$ cat src/ebl_pkg.sv
// Package with the shared types and constants of the error blink code LED block.
package ebl_pkg;

    localparam int CODE_W = 16;
    localparam int STEP_W = 5;
    localparam int IDX_W  = 2;

    // Fast blink: four ticks per period, lit for the first two.
    localparam logic [STEP_W-1:0] FAST_PERIOD = 5'd4;
    localparam logic [STEP_W-1:0] ON_TICKS    = 5'd2;

    // Heartbeat toggle points, where the step is a multiple of ten.
    localparam logic [STEP_W-1:0] TOGGLE_0 = 5'd0;
    localparam logic [STEP_W-1:0] TOGGLE_1 = 5'd10;
    localparam logic [STEP_W-1:0] TOGGLE_2 = 5'd20;
    localparam logic [STEP_W-1:0] TOGGLE_3 = 5'd30;

    localparam logic [CODE_W-1:0] ONE_BLINK_RESET   = 16'd1;
    localparam logic [CODE_W-1:0] TWO_BLINK_RESET   = 16'd2;
    localparam logic [CODE_W-1:0] THREE_BLINK_RESET = 16'd4;

    typedef enum logic [IDX_W-1:0] {
        REG_ONE_BLINK   = 2'd0,
        REG_TWO_BLINK   = 2'd1,
        REG_THREE_BLINK = 2'd2,
        REG_UNUSED      = 2'd3
    } reg_index_t;

    typedef struct packed {
        logic [CODE_W-1:0] one_blink_code;
        logic [CODE_W-1:0] two_blink_code;
        logic [CODE_W-1:0] three_blink_code;
    } blink_codes_t;

endpackage

$ cat src/ebl_cfg.sv
// Configuration registers holding the three blink codes.
module ebl_cfg
    import ebl_pkg::*;
(
    input  logic                aclk,
    input  logic                aresetn,
    input  logic                cfg_valid,
    output logic                cfg_ready,
    input  logic [IDX_W-1:0]    cfg_index,
    input  logic [CODE_W-1:0]   cfg_data,
    output blink_codes_t        codes
);

    blink_codes_t codes_reg;
    blink_codes_t codes_next;

    assign cfg_ready = 1'b1;
    assign codes     = codes_reg;

    always_comb begin
        codes_next = codes_reg;
        if (cfg_valid) begin
            case (reg_index_t'(cfg_index))
                REG_ONE_BLINK:   codes_next.one_blink_code   = cfg_data;
                REG_TWO_BLINK:   codes_next.two_blink_code   = cfg_data;
                REG_THREE_BLINK: codes_next.three_blink_code = cfg_data;
                default:         codes_next = codes_reg;
            endcase
        end
    end

    always_ff @(posedge aclk) begin
        if (!aresetn) begin
            codes_reg.one_blink_code   <= ONE_BLINK_RESET;
            codes_reg.two_blink_code   <= TWO_BLINK_RESET;
            codes_reg.three_blink_code <= THREE_BLINK_RESET;
        end else begin
            codes_reg <= codes_next;
        end
    end

endmodule

$ cat src/ebl_core.sv
// Pattern state update and two-entry output buffer of the blink code LED block.
module ebl_core
    import ebl_pkg::*;
#(
    parameter int FRAME_TICKS      = 30,
    parameter int HEARTBEAT_PERIOD = 20
) (
    input  logic                aclk,
    input  logic                aresetn,
    input  blink_codes_t        codes,
    input  logic                in_valid,
    output logic                in_ready,
    input  logic [CODE_W-1:0]   error_word,
    output logic                out_valid,
    input  logic                out_ready,
    output logic                led_on
);

    localparam logic [STEP_W:0] FRAME_WRAP = (STEP_W+1)'(FRAME_TICKS);
    localparam logic [STEP_W:0] HEART_WRAP = (STEP_W+1)'(HEARTBEAT_PERIOD);
    localparam logic [STEP_W:0] FAST_WRAP  = {1'b0, FAST_PERIOD};

    logic [STEP_W-1:0] step_reg,   step_next;
    logic              level_reg,  level_next;
    logic              out_valid_reg, out_valid_next;
    logic              out_led_reg,   out_led_next;
    logic              skid_valid_reg, skid_valid_next;
    logic              skid_led_reg,   skid_led_next;

    logic              push;
    logic              pop;
    logic              is_zero;
    logic              is_single;
    logic [1:0]        blinks;
    logic              toggle_point;
    logic              fast_lit;
    logic [STEP_W-1:0] blink_limit;
    logic [STEP_W:0]   step_inc;
    logic [STEP_W:0]   wrap_at;

    assign in_ready  = !skid_valid_reg;
    assign push      = in_valid && in_ready;
    assign pop       = out_valid_reg && out_ready;
    assign out_valid = out_valid_reg;
    assign led_on    = out_led_reg;

    assign is_zero   = (error_word == '0);
    assign is_single = !is_zero && ((error_word & (error_word - 1'b1)) == '0);

    // First match wins, in register order.
    always_comb begin
        if (error_word == codes.one_blink_code) begin
            blinks = 2'd1;
        end else if (error_word == codes.two_blink_code) begin
            blinks = 2'd2;
        end else if (error_word == codes.three_blink_code) begin
            blinks = 2'd3;
        end else begin
            blinks = 2'd0;
        end
    end

    assign toggle_point = (step_reg == TOGGLE_0) || (step_reg == TOGGLE_1) ||
                          (step_reg == TOGGLE_2) || (step_reg == TOGGLE_3);
    assign fast_lit     = ({3'b000, step_reg[1:0]} < ON_TICKS);
    assign blink_limit  = {1'b0, blinks, 2'b00};
    assign step_inc     = {1'b0, step_reg} + 1'b1;

    always_comb begin
        level_next = level_reg;
        step_next  = step_reg;
        wrap_at    = HEART_WRAP;
        if (is_zero) begin
            wrap_at    = HEART_WRAP;
            level_next = level_reg ^ toggle_point;
            step_next  = (step_inc >= wrap_at) ? '0 : step_inc[STEP_W-1:0];
        end else if (!is_single) begin
            wrap_at    = FAST_WRAP;
            level_next = fast_lit;
            step_next  = (step_inc >= wrap_at) ? '0 : step_inc[STEP_W-1:0];
        end else if (blinks != 2'd0) begin
            wrap_at    = FRAME_WRAP;
            level_next = (step_reg < blink_limit) && fast_lit;
            step_next  = (step_inc >= wrap_at) ? '0 : step_inc[STEP_W-1:0];
        end else begin
            // A single bit that matches no code forces the LED dark.
            level_next = 1'b0;
            step_next  = '0;
        end
    end

    // The skid entry is only filled when the output entry is stalled.
    always_comb begin
        out_valid_next  = out_valid_reg;
        out_led_next    = out_led_reg;
        skid_valid_next = skid_valid_reg;
        skid_led_next   = skid_led_reg;
        if (skid_valid_reg) begin
            if (pop) begin
                out_led_next    = skid_led_reg;
                skid_valid_next = 1'b0;
            end
        end else if (push) begin
            if (!out_valid_reg || pop) begin
                out_valid_next = 1'b1;
                out_led_next   = level_next;
            end else begin
                skid_valid_next = 1'b1;
                skid_led_next   = level_next;
            end
        end else if (pop) begin
            out_valid_next = 1'b0;
        end
    end

    always_ff @(posedge aclk) begin
        if (!aresetn) begin
            step_reg       <= '0;
            level_reg      <= 1'b0;
            out_valid_reg  <= 1'b0;
            skid_valid_reg <= 1'b0;
        end else begin
            if (push) begin
                step_reg  <= step_next;
                level_reg <= level_next;
            end
            out_valid_reg  <= out_valid_next;
            skid_valid_reg <= skid_valid_next;
        end
    end

    always_ff @(posedge aclk) begin
        out_led_reg  <= out_led_next;
        skid_led_reg <= skid_led_next;
    end

    a_skid_implies_out: assert property (@(posedge aclk) disable iff (!aresetn)
        skid_valid_reg |-> out_valid_reg)
        else $error("skid entry holds a beat while the output entry is empty");

    a_step_range: assert property (@(posedge aclk) disable iff (!aresetn)
        step_reg != 5'd31)
        else $error("step counter left its range");

    a_unmatched_clears: assert property (@(posedge aclk) disable iff (!aresetn)
        (push && is_single && blinks == 2'd0) |=> (step_reg == '0 && level_reg == 1'b0))
        else $error("unmatched single code did not clear the pattern");

    a_pushed_level: assert property (@(posedge aclk) disable iff (!aresetn)
        (push && !out_valid_reg) |=> (out_valid_reg && out_led_reg == level_reg))
        else $error("output beat differs from the new LED level");

endmodule

$ cat src/error_blink_code_led_top.sv
// Top level of the error blink code LED block.
// One tick beat on the slave side gives one LED level beat on the master side. A beat is
// taken every clock cycle: the whole pattern update is one level of logic from the state
// registers, and the result lands in a two-entry output buffer, so a new tick is taken
// while a result waits and s_tready drops only when both entries are full. An accepted
// tick's result is registered in the output or, on a stall, the skid entry. Configuration
// writes are always ready and take effect on the next tick; index 3 is ignored.
module error_blink_code_led_top
    import ebl_pkg::*;
#(
    parameter int FRAME_TICKS      = 30,
    parameter int HEARTBEAT_PERIOD = 20
) (
    input  logic                aclk,
    input  logic                aresetn,
    input  logic                s_tvalid,
    output logic                s_tready,
    input  logic [15:0]         s_tdata,     // [15:0] error_word
    output logic                m_tvalid,
    input  logic                m_tready,
    output logic [7:0]          m_tdata,     // [0] led_on, [7:1] zero
    input  logic                cfg_valid,
    output logic                cfg_ready,
    input  logic [IDX_W-1:0]    cfg_index,
    input  logic [CODE_W-1:0]   cfg_data
);

    blink_codes_t codes;
    logic         led_on;

    ebl_cfg u_cfg (
        .aclk      (aclk),
        .aresetn   (aresetn),
        .cfg_valid (cfg_valid),
        .cfg_ready (cfg_ready),
        .cfg_index (cfg_index),
        .cfg_data  (cfg_data),
        .codes     (codes)
    );

    ebl_core #(
        .FRAME_TICKS      (FRAME_TICKS),
        .HEARTBEAT_PERIOD (HEARTBEAT_PERIOD)
    ) u_core (
        .aclk       (aclk),
        .aresetn    (aresetn),
        .codes      (codes),
        .in_valid   (s_tvalid),
        .in_ready   (s_tready),
        .error_word (s_tdata),
        .out_valid  (m_tvalid),
        .out_ready  (m_tready),
        .led_on     (led_on)
    );

    assign m_tdata = {7'b0000000, led_on};

endmodule
$ cat config.mk
export PLATFORM = sky130hd
export DESIGN_NAME = error_blink_code_led_top
export DESIGN_NICKNAME = d
export VERILOG_FILES = /design/src/ebl_pkg.sv /design/src/ebl_cfg.sv /design/src/ebl_core.sv /design/src/error_blink_code_led_top.sv
export SDC_FILE = /design/constraint.sdc
export NUM_CORES = 1
export LEC_CHECK = 0
export ABC_AREA = 0
export BUFFER_PORTS_ARGS = -buffer_cell sky130_fd_sc_hd__buf_2
export CAP_MARGIN = 0
export CELL_PAD_IN_SITES_DETAIL_PLACEMENT = 0
export CELL_PAD_IN_SITES_GLOBAL_PLACEMENT = 1
export CORE_ASPECT_RATIO = 0.8
export CORE_MARGIN = 2
export CORE_UTILIZATION = 43
export CTS_BUF_LIST = sky130_fd_sc_hd__clkbuf_8
export CTS_CLUSTER_DIAMETER = 50
export DETAILED_ROUTE_END_ITERATION = 8
export HOLD_SLACK_MARGIN = 0.06
export PLACE_DENSITY = 0.86
export SLEW_MARGIN = 0
export SYNTH_ARGS = -nofsm -noshare
export SYNTH_HDL_FRONTEND = slang
export SYNTH_SLANG_ARGS = --single-unit
$ cat constraint.sdc
create_clock -name aclk -period 3.44 [get_ports aclk]
set_input_delay 0.516 -clock aclk [delete_from_list [all_inputs] [get_ports aclk]]
set_output_delay 0.516 -clock aclk [all_outputs]
set_load 0.01 [all_outputs]
==> results of run 1 <==
cell families after synthesis:
family | after synthesis
xor+xnor | 51
flops | 58
simple gates | 168
buf+inv | 48
mux | 2
compound gates | 75
fa+ha+maj | 9
other cells | 2
worst max-delay path by stage:
stage,endpoint
global route,u_core.led_on
detailed placement,u_core.led_on
floorplan,u_core.led_on
finish,u_core.led_on
global placement,u_core.led_on
CTS,u_core.led_on
through the flow:
stage / power (uW) / hold WS, ns
6_report: 1500 / 0.379
5_1_grt: 1570 / 0.396
4_1_cts: 1510 / 0.377
3_5_place_dp: 939 / 0.459
3_3_place_gp: 935 / 0.454
2_1_floorplan: 874 / 0.448
cell type report:
type | instances | share of cell area [%]
Timing Repair Buffer | 43 | 6.07
Clock inverter | 4 | 0.483
Sequential cell | 58 | 32.6
Inverter | 8 | 0.828
Tap cell | 105 | 3.62
Multi-Input combinational cell | 313 | 51.9
Clock buffer | 12 | 4.55
cells in the mapped netlist, types with 3 or more instances:
master	count	area, sq um
sky130_fd_sc_hd__buf_4	10	75.1
sky130_fd_sc_hd__a211oi_1	5	37.5
sky130_fd_sc_hd__ha_1	4	50.1
sky130_fd_sc_hd__buf_1	4	15.0
sky130_fd_sc_hd__nand2_1	103	387
sky130_fd_sc_hd__dfxtp_1	56	1120
sky130_fd_sc_hd__xor2_1	43	377
sky130_fd_sc_hd__or2_2	3	18.8
sky130_fd_sc_hd__clkbuf_1	25	93.8
sky130_fd_sc_hd__inv_1	8	30.0
sky130_fd_sc_hd__xnor2_1	8	70.1
sky130_fd_sc_hd__o21ai_0	6	30.0
sky130_fd_sc_hd__nand3_1	9	45.0
sky130_fd_sc_hd__nor3_1	3	15.0
sky130_fd_sc_hd__nor2_1	4	15.0
sky130_fd_sc_hd__or4_1	4	30.0
sky130_fd_sc_hd__maj3_1	4	40.0
sky130_fd_sc_hd__nand4_1	5	31.3
sky130_fd_sc_hd__nor3b_1	3	22.5
sky130_fd_sc_hd__nor4_1	14	87.6
sky130_fd_sc_hd__a21oi_1	51	255
layer usage:
layer / GRT usage (%) / wire length [microns] / up-vias
met5: 0 / 0 / -
met4: 6.08 / 114 / 0
met3: 5.28 / 574 / 12
met2: 32.3 / 3730 / 91
met1: 28.8 / 3880 / 1347
li1: - / - / 1425
worst max-delay path: cells and delay by family:
| kind | cells | cell delay [ns] |
|---|---|---|
| adder cells (fa/ha/maj) | 1 | 0.34 |
| buffers and inverters | 1 | 0.14 |
| AND/OR/NAND/NOR | 4 | 1.47 |
| AO/OA/AOI/OAI | 2 | 0.51 |
report_power, final:
group	switching [uW]	leakage, uW	internal [uW]	total (uW)
registers	20.6	0.000472	702	722
logic	128	0.000855	76.2	204
clock network	262	0.000105	313	574
total	410	0.00143	1090	1500
==> metrics, run 1 <==
result of the run completed; Total Routed Length 8300 microns; Worst setup EP type register; number of buffers inserted for hold repair after clock tree synthesis 0; setup slack at placement 0.184 ns; nature of the critical path startpoint input pin; Reg2Reg Setup Slack approximately 0.53 ns; cts bufs inserted 9; top_reg_cell synth sky130_fd_sc_hd__dfxtp_1; Die W a little over 100 microns; fin crit period 2.91 ns; Hold Path Origin m_tready; area growth from synthesis to layout 11.2%; TritonCTS clock tree built; count of flip-flops with a built-in enable after synthesis 2; leading cell types in the layout, fill and taps excluded sky130_fd_sc_hd__nand2_1, sky130_fd_sc_hd__dfxtp_1, sky130_fd_sc_hd__a21oi_1, sky130_fd_sc_hd__xor2_1, sky130_fd_sc_hd__buf_2; Via density 5.29; Post-CTS Resized 0; netlist area before placement 3260 sq um; fraction of the yosys area taken by sequential cells approximately 36%; final-report max-slew violation count 0; drt first pass iters 5; placed instance area approximately 3400 sq um; adder-cell share of the synthesized area 3.11%; setup violators final 0; average wire per cell in the routed design 15.3 microns; final core utilization slightly below 50%; final non-filler cell total between 500 and 600; Setup crit start s_tdata[1]; maximum buffer depth of the clock tree 2; number of nets with antenna violations after detailed routing 0; main combinational cell family by area after synthesis simple AND/OR/NAND/NOR gates; mean instance size in the synthesized netlist 7.90 sq um; remaining design rule violation count 0; total power divided by cell area between 400 and 500 nW/um^2; DRT iter0 DRCs approximately 150; kind of critical path input pin to register; worst max-slew margin expressed relative to the limit between 40% and 50%; vertical die dimension between 80 and 90 microns; number of buffer cells added on primary ports a little over 40; Highest Clock Rate about 340 MHz; number of cells after detailed placement 527; largest net degree at the start of global routing 40; worst setup skew after layout 0.00589 ns; fraction of registers with async set or reset after synthesis 0%; full die area about 8300 sq um; number of placed I/O pins 50; Reg2Reg Launch Point u_core.step_reg[0]; Root Buffer Master sky130_fd_sc_hd__clkbuf_8; Sinks on Clock Net between 50 and 60; count of endpoints failing hold in the final timing report 0; Non-Filler Cell Area, Final 3630 sq um; max reg flops 48; clock-pin transition on the worst setup and hold timing paths 0.06 ns; highest-delay cell along the critical path sky130_fd_sc_hd__or4_4; residual overflow from global routing 0; antenna violations before repair 0; total vias in the final route about 2900; Req. time, crit path around 3.5 ns; fin worst setup slack approximately 0.53 ns; Worst Hold Path Cells 2; total of fill cells in the finished design approximately 750; end point of the most critical hold path u_core.skid_valid_reg; critical-path maximum fanout 6; FP Rows 28; depth of the most critical reg-to-reg path 8; H-tree lvl count 3; total leakage power about 0.0014 uW; CP Cell Sequence buf_2 > or4_4 > or4_1 > maj3_2 > nor4_4 > nor3_1 > a211oi_1 > a21oi_1; most frequent standard cell in the layout excluding fill and tap cells sky130_fd_sc_hd__nand2_1; end of the worst register-to-register path u_core.step_reg[3]; Synth Area in Simple Gates 25.6%; final critical-path share of the clock period 84.6%; Max rail drop VDD ~190 uV; Antenna Diode Count 0; max incr delay on CP a little under 0.6 ns; data arrival time of the worst path about 3.0 ns; post-route setup TNS 0 ns; Tot GR Track Use a little over a fifth; Final nets roughly 480; fraction of synthesized cell area in xor and xnor cells between 10% and 20%; sequential cell area in the final layout roughly 1200 sq um; post-synth cell types 54; post-detailed-placement half-perimeter wirelength about 6000 microns; multi-input combinational cell area about 1900 sq um; last weighted congestion value of the routability-driven placer 0.888; mux contribution to synthesized area less than 1%; maxcap violations 0; share of final-layout standard cells stronger than drive strength 1 around 16%; synthesized instance count around 410; synth warn 0; floorplan core area around 7400 sq um; flip-flop and latch count after synthesis 58; fraction of the mapped netlist area in compound gates 13.7%; type of the most critical hold path input pin to register; number of setup buffers added after CTS 0; Slew @ Worst Pin ~0.79 ns; vias in the first global route roughly 2600; starting density of the core 44.1%; insertion delay to the later sink of the worst-skew pair 0.34 ns; setup repair after global routing missed its margin no; global-route wire length before repair between 10000 and 15000 microns
Power figures use the tool's default switching activity.
==> run 2, diff against run 1 <==
--- a/config.mk
+++ b/config.mk
@@ -12,12 +12,12 @@
 export CELL_PAD_IN_SITES_GLOBAL_PLACEMENT = 1
 export CORE_ASPECT_RATIO = 0.8
 export CORE_MARGIN = 2
-export CORE_UTILIZATION = 43
+export CORE_UTILIZATION = 39
 export CTS_BUF_LIST = sky130_fd_sc_hd__clkbuf_8
 export CTS_CLUSTER_DIAMETER = 50
 export DETAILED_ROUTE_END_ITERATION = 8
 export HOLD_SLACK_MARGIN = 0.06
-export PLACE_DENSITY = 0.86
+export PLACE_DENSITY = 0.83
 export SLEW_MARGIN = 0
 export SYNTH_ARGS = -nofsm -noshare
 export SYNTH_HDL_FRONTEND = slang
==> constraint.sdc (replaced) <==
create_clock -name aclk -period 2.4 [get_ports aclk]
set_input_delay 0.36 -clock aclk [delete_from_list [all_inputs] [get_ports aclk]]
set_output_delay 0.36 -clock aclk [all_outputs]
set_load 0.01 [all_outputs]
==> metrics, run 2 (synthesized netlist as in run 1, its figures left out) <==
number of nets with antenna violations after detailed routing 0 (unchanged); Antenna Diode Count 0 (unchanged); number of buffer cells added on primary ports 41 (unchanged); Max rail drop VDD 347 uV (was 187 uV); starting density of the core 40.7% (was 44.1%); Tot GR Track Use 21.0% (was 20.9%); data arrival time of the worst path 2.63 ns (was 2.98 ns); antenna violations before repair 0 (unchanged); Slew @ Worst Pin 0.773 ns (was 0.792 ns); insertion delay to the later sink of the worst-skew pair 0.35 ns (was 0.34 ns); number of buffers inserted for hold repair after clock tree synthesis 0 (unchanged); failing checks negative setup slack; fin crit period 2.55 ns; Final nets 514 (was 476); Via density 5.13 (was 5.29); remaining design rule violation count 0 (unchanged); CP Cell Sequence buf_6 > or4_4 > or4_4 > maj3_2 > nor4_4 > nor3_2 > a211oi_2 > a21oi_1 (was buf_2 > or4_4 > or4_1 > maj3_2 > nor4_4 > nor3_1 > a211oi_1 > a21oi_1); max reg flops 48 (unchanged); global-route wire length before repair 14900 microns (was 13100 microns); area growth from synthesis to layout 24.1% (was 11.2%); drt first pass iters 5 (unchanged); depth of the most critical reg-to-reg path 11 (was 8); setup repair after global routing missed its margin yes (was no); vertical die dimension 85.8 microns (was 81.9 microns); tightest hold margin 0.209 ns (was 0.379 ns); floorplan core area 8020 sq um (was 7390 sq um); Worst setup EP type register (unchanged); count of endpoints failing hold in the final timing report 0 (unchanged); TritonCTS clock tree built (unchanged); largest net degree at the start of global routing 41 (was 40); total leakage power 0.00164 uW (was 0.00143 uW); type of the most critical hold path input pin to register (unchanged); total vias in the final route 2996 (was 2875); Highest Clock Rate 392 MHz; total of fill cells in the finished design 766 (was 748); setup violators final 8 (was 0); Worst Hold Path Cells 2 (unchanged); maxcap violations 0 (unchanged); average wire per cell in the routed design 15.6 microns (was 15.3 microns); result of the run complete, but fails checks (was completed); critical-path maximum fanout 4 (was 6); worst max-slew margin expressed relative to the limit 48.3% (was 47.0%); most frequent standard cell in the layout excluding fill and tap cells sky130_fd_sc_hd__nand2_1 (unchanged); sequential cell area in the final layout 1180 sq um (about the same); final-report max-slew violation count 0 (unchanged); DRT iter0 DRCs 188 (was 154); leading cell types in the layout, fill and taps excluded sky130_fd_sc_hd__nand2_1, sky130_fd_sc_hd__dfxtp_1, sky130_fd_sc_hd__a21oi_1, sky130_fd_sc_hd__xor2_1, sky130_fd_sc_hd__buf_4 (was sky130_fd_sc_hd__nand2_1, sky130_fd_sc_hd__dfxtp_1, sky130_fd_sc_hd__a21oi_1, sky130_fd_sc_hd__xor2_1, sky130_fd_sc_hd__buf_2); last weighted congestion value of the routability-driven placer 0.874 (was 0.888); worst setup skew after layout 0.0129 ns (was 0.00589 ns); highest-delay cell along the critical path sky130_fd_sc_hd__or4_4 (unchanged); Die W 106 microns (was 101 microns); nature of the critical path startpoint input pin (unchanged); cts bufs inserted 9 (unchanged); final critical-path share of the clock period 106%; setup slack at placement -0.488 ns (was 0.184 ns); number of placed I/O pins 50 (unchanged); fin worst setup slack -0.149 ns (was 0.529 ns); max incr delay on CP 0.56 ns (was 0.59 ns); share of final-layout standard cells stronger than drive strength 1 26.7% (was 16.2%); Total Routed Length 9100 microns (was 8300 microns); post-detailed-placement half-perimeter wirelength 6520 microns (was 6030 microns); cell repeated most along the worst path sky130_fd_sc_hd__or4_4; multi-input combinational cell area 1980 sq um (was 1880 sq um); residual overflow from global routing 0 (unchanged); total power divided by cell area 572 nW/um^2 (was 414 nW/um^2); Sinks on Clock Net 58 (unchanged); Root Buffer Master sky130_fd_sc_hd__clkbuf_8 (unchanged); full die area 9120 sq um (was 8300 sq um); kind of critical path input pin to register (unchanged); clock-pin transition on the worst setup and hold timing paths 0.07 ns (was 0.06 ns); H-tree lvl count 3 (unchanged); FP Rows 29 (was 28); Req. time, crit path 2.48 ns (was 3.51 ns); maximum buffer depth of the clock tree 2 (unchanged); vias in the first global route 2895 (was 2586)
-- run 2: repair_timing --
item                       CTS  global route
pin swaps                    8             8
setup buffers                2             0
resized for setup           10            11
setup endpoints to repair    7             8
-- run 2: final timing paths --
| kind | start | to | slack, ns |
|---|---|---|---|
| worst min-delay path | m_tready | u_core.skid_valid_reg | 0.21 |
| worst max register to register | u_cfg.codes[3] | u_core.led_on | -0.14 |
| worst max-delay path | s_tdata[2] | u_core.led_on | -0.15 |
| worst min register to register | u_cfg.codes[14] | u_cfg.codes[14] | 0.47 |
-- run 2: final cells by class --
class | instances | area share (%)
timing repair buffer | 81 | 12.8
clock buffer | 9 | 3.06
inverter | 8 | 0.742
clock inverter | 7 | 1.89
tap | 108 | 3.34
sequential | 58 | 29.3
multi-input combinational | 313 | 48.9
-- run 2: critical path: cells and delay by family --
family | cells | cell delay, ns
adder cells (fa/ha/maj) | 1 | 0.34
buffers and inverters | 1 | 0.09
AND/OR/NAND/NOR | 4 | 1.43
AO/OA/AOI/OAI | 2 | 0.40
-- run 2: power breakdown --
group | switching, uW | total [uW] | internal [uW] | leakage, uW
logic | 208 | 359 | 151 | 0.00107
registers | 25.6 | 1030 | 1000 | 0.000473
clock network | 440 | 925 | 485 | 0.0000962
-- run 2: per-layer routing --
layer	part of all wire, %	up-vias	track usage [%]
met5	0	-	0
met4	0.16	0	5.26
met1	47	1391	29.5
met2	45	98	32.9
li1	-	1505	-
met3	7.8	2	4.48
-- run 2: through the flow --
stage / area (sq um) / total power [uW] / utilization [%] / std cells / TNS, ns
6_report: 4050 / 2310 / 50.5 / 584 / -0.558
5_1_grt: 4050 / 2410 / 50.5 / 584 / -1.28
4_1_cts: 4000 / 2330 / 49.8 / 584 / -0.163
3_5_place_dp: 3720 / 1390 / 46.5 / 566 / -3.42
3_3_place_gp: 3720 / 1380 / 46.5 / 566 / -3.41
2_1_floorplan: 3300 / 1250 / - / 419 / -1.98
==> run 3, diff against run 2 <==
--- a/config.mk
+++ b/config.mk
@@ -12,13 +12,14 @@
 export CELL_PAD_IN_SITES_GLOBAL_PLACEMENT = 1
 export CORE_ASPECT_RATIO = 0.8
 export CORE_MARGIN = 2
-export CORE_UTILIZATION = 39
+export CORE_UTILIZATION = 41
 export CTS_BUF_LIST = sky130_fd_sc_hd__clkbuf_8
 export CTS_CLUSTER_DIAMETER = 50
 export DETAILED_ROUTE_END_ITERATION = 8
 export HOLD_SLACK_MARGIN = 0.06
-export PLACE_DENSITY = 0.83
+export PLACE_DENSITY = 0.84
 export SLEW_MARGIN = 0
 export SYNTH_ARGS = -nofsm -noshare
 export SYNTH_HDL_FRONTEND = slang
+export SYNTH_HIERARCHICAL = 1
 export SYNTH_SLANG_ARGS = --single-unit
==> metrics, run 3 <==
result of the run complete, but fails checks (unchanged); failing checks negative setup slack (unchanged); total power divided by cell area 607 nW/um^2 (was 572 nW/um^2); maximum buffer depth of the clock tree 2 (unchanged); number of nets with antenna violations after detailed routing 0 (unchanged); full die area 8990 sq um (was 9120 sq um); Antenna Diode Count 0 (unchanged); netlist area before placement 3380 sq um (was 3260 sq um); number of buffer cells added on primary ports 41 (unchanged); share of final-layout standard cells stronger than drive strength 1 26.1% (was 26.7%); maxcap violations 0 (unchanged); final-report max-slew violation count 0 (unchanged); cts bufs inserted 9 (unchanged); tightest hold margin 0.274 ns (was 0.209 ns); type of the most critical hold path input pin to register (unchanged); fin worst setup slack -0.134 ns (was -0.149 ns); kind of critical path input pin to register (unchanged); flip-flop and latch count after synthesis 58 (unchanged); area growth from synthesis to layout 23.3% (was 24.1%); Slew @ Worst Pin 0.615 ns (was 0.773 ns); Final nets 484 (was 514); starting density of the core 42.5% (was 40.7%); synthesized instance count 378 (was 413); mean instance size in the synthesized netlist 8.94 sq um (was 7.90 sq um); H-tree lvl count 3 (unchanged); global route hottest layer met2 (unchanged); data arrival time of the worst path 2.62 ns (was 2.63 ns); setup slack at placement -0.569 ns (was -0.488 ns); average wire per cell in the routed design 15.4 microns (was 15.6 microns); most frequent standard cell in the layout excluding fill and tap cells sky130_fd_sc_hd__nand2_1 (unchanged); number of buffers inserted for hold repair after clock tree synthesis 0 (unchanged); critical-path maximum fanout 3 (was 4); Worst setup EP type register (unchanged); Highest Clock Rate 395 MHz (was 392 MHz); met3 track demand over resource 4.69% (was 4.48%); global-route wire length before repair 13900 microns (was 14900 microns); final critical-path share of the clock period 106% (about the same); residual overflow from global routing 0 (unchanged); Total Routed Length 8540 microns (was 9100 microns); insertion delay to the later sink of the worst-skew pair 0.34 ns (was 0.35 ns); largest net degree at the start of global routing 39 (was 41); total leakage power 0.00192 uW (was 0.00164 uW); fin crit period 2.53 ns (was 2.55 ns); max reg flops 48 (unchanged); leading cell types in the layout, fill and taps excluded sky130_fd_sc_hd__nand2_1, sky130_fd_sc_hd__dfxtp_1, sky130_fd_sc_hd__xor2_1, sky130_fd_sc_hd__mux2i_1, sky130_fd_sc_hd__buf_4 (was sky130_fd_sc_hd__nand2_1, sky130_fd_sc_hd__dfxtp_1, sky130_fd_sc_hd__a21oi_1, sky130_fd_sc_hd__xor2_1, sky130_fd_sc_hd__buf_4); FP Rows 29 (unchanged); Die W 105 microns (was 106 microns); setup repair after global routing missed its margin yes (unchanged); DRT iter0 DRCs 116 (was 188); cell type contributing the most total cell area after synthesis sky130_fd_sc_hd__dfxtp_1 (unchanged); remaining design rule violation count 0 (unchanged); setup violators final 7 (was 8); worst setup skew after layout 0.0101 ns (was 0.0129 ns); antenna violations before repair 0 (unchanged); count of flip-flops with a built-in enable after synthesis 2 (unchanged); met1 Usage GRT 25.9% (was 29.5%); nature of the critical path startpoint input pin (unchanged); last weighted congestion value of the routability-driven placer 0.915 (was 0.874); Req. time, crit path 2.49 ns (was 2.48 ns); synth warn 6 (was 0); floorplan core area 7950 sq um (was 8020 sq um); drt first pass iters 4 (was 5); total vias in the final route 2831 (was 2996); met2 global-route usage 31.4% (was 32.9%); Root Buffer Master sky130_fd_sc_hd__clkbuf_8 (unchanged); Sinks on Clock Net 58 (unchanged); worst max-slew margin expressed relative to the limit 58.9% (was 48.3%); vias in the first global route 2873 (was 2895); top cells by count, synth sky130_fd_sc_hd__nand2_1, sky130_fd_sc_hd__dfxtp_1, sky130_fd_sc_hd__xor2_1 (was sky130_fd_sc_hd__nand2_1, sky130_fd_sc_hd__dfxtp_1, sky130_fd_sc_hd__a21oi_1); largest cells by area after synthesis sky130_fd_sc_hd__dfxtp_1, sky130_fd_sc_hd__mux2i_1, sky130_fd_sc_hd__xor2_1, sky130_fd_sc_hd__nand2_1, sky130_fd_sc_hd__nor4_1 (was sky130_fd_sc_hd__dfxtp_1, sky130_fd_sc_hd__nand2_1, sky130_fd_sc_hd__xor2_1, sky130_fd_sc_hd__a21oi_1, sky130_fd_sc_hd__clkbuf_1); clock-pin transition on the worst setup and hold timing paths 0.07 ns (about the same); Via density 5.12 (was 5.13); Tot GR Track Use 19.9% (was 21.0%); TritonCTS clock tree built (unchanged); top_reg_cell synth sky130_fd_sc_hd__dfxtp_1 (unchanged); fraction of registers with async set or reset after synthesis 0% (unchanged); Max rail drop VDD 292 uV (was 347 uV); post-detailed-placement half-perimeter wirelength 6220 microns (was 6520 microns); count of endpoints failing hold in the final timing report 0 (unchanged); number of placed I/O pins 50 (unchanged); post-synth cell types 56 (was 54); fraction of the yosys area taken by sequential cells 35.0% (was 36.2%); post-synth top area share 33.2% (was 34.4%); count leader, synth sky130_fd_sc_hd__nand2_1 (unchanged); vertical die dimension 85.2 microns (was 85.8 microns)
[run 3: cell types whose count changed in the layout (fill, tap and decap cells not counted), moves of 3 or more]
cell,previous run,this run
sky130_fd_sc_hd__a211oi_2,3,0
sky130_fd_sc_hd__a21oi_1,51,4
sky130_fd_sc_hd__mux2i_1,1,47
sky130_fd_sc_hd__nand2_1,103,74
sky130_fd_sc_hd__nand3_1,9,3
sky130_fd_sc_hd__nor2_1,4,9
sky130_fd_sc_hd__o21ai_1,0,3
sky130_fd_sc_hd__xnor2_1,8,1
sky130_fd_sc_hd__xor2_1,42,50
[run 3: cell type report]
class	instances	area [sq um]
clock inverter	4	98.8
fill	739	3780
timing repair buffer	83	556
multi-input combinational	280	2010
inverter	9	33.8
tap	108	135
sequential	58	1180
clock buffer	11	151
[run 3: path summary, 6_finish.rpt]
path              cells past startpoint                     to          startpoint  slack (ns)
setup / recovery                      9          u_core/led_on          s_tdata[1]       -0.13
hold / removal                        3  u_core/skid_valid_reg            s_tvalid        0.27
setup reg to reg                      8     u_core/step_reg[1]  u_core/step_reg[1]        0.03
hold reg to reg                       2        u_cfg/codes[39]     u_cfg/codes[39]        0.47
[run 3: logic make-up (layout without fill, tap and decap cells)]
group	Yosys count	after routing	share of synthesized area, %
buffers and inverters	46	107	8.00
other	2	8	0.222
multiplexers	48	48	14.4
adder cells (fa/ha/maj)	7	7	2.37
AO/OA/AOI/OAI	34	34	6.89
XOR/XNOR	51	51	13.2
AND/OR/NAND/NOR	132	132	20.0
flip-flops	58	58	35.0
[run 3: power by group]
part	switching, uW	internal [uW]
sequential	28.6	1010
clock	400	743
combinational	192	159
[run 3: per-stage QoR]
| stage | total power (uW) | instance area [sq um] | instances | util, % | TNS [ns] |
|---|---|---|---|---|---|
| floorplan | 1270 | 3410 | 384 | - | -1.69 |
| global placement | 1380 | 3800 | 532 | 47.8 | -3.21 |
| detailed placement | 1390 | 3800 | 532 | 47.8 | -3.52 |
| CTS | 2550 | 4130 | 551 | 51.9 | -0.504 |
| global route | 2630 | 4170 | 553 | 52.4 | -0.780 |
| finish | 2530 | 4170 | 553 | 52.4 | -0.400 |
[run 3: layer usage]
| metal | part of all wire, % | wire [microns] | vias up |
|---|---|---|---|
| li1 | - | - | 1400 |
| met5 | 0 | 0 | - |
| met1 | 47 | 4000 | 1355 |
| met2 | 46 | 3940 | 64 |
| met3 | 5.2 | 441 | 12 |
| met4 | 1.9 | 162 | 0 |
[run 3: timing repair]
item | 4_1_cts | 5_1_grt
hold endpoints to repair | 0 | 0
pin swaps | 9 | 8
resized for setup | 10 | 6
setup endpoints to repair | 6 | 8
setup buffers | 4 | 2
[run 3: critical path, stage by stage]
cell                        delay (ns)
sky130_fd_sc_hd__buf_8            0.10
sky130_fd_sc_hd__or4_4            0.56
sky130_fd_sc_hd__a2111oi_4        0.32
sky130_fd_sc_hd__o31ai_1          0.12
sky130_fd_sc_hd__maj3_1           0.37
sky130_fd_sc_hd__a211o_1          0.27
sky130_fd_sc_hd__a31oi_2          0.17
sky130_fd_sc_hd__o31ai_2          0.09
sky130_fd_sc_hd__mux2_4           0.26
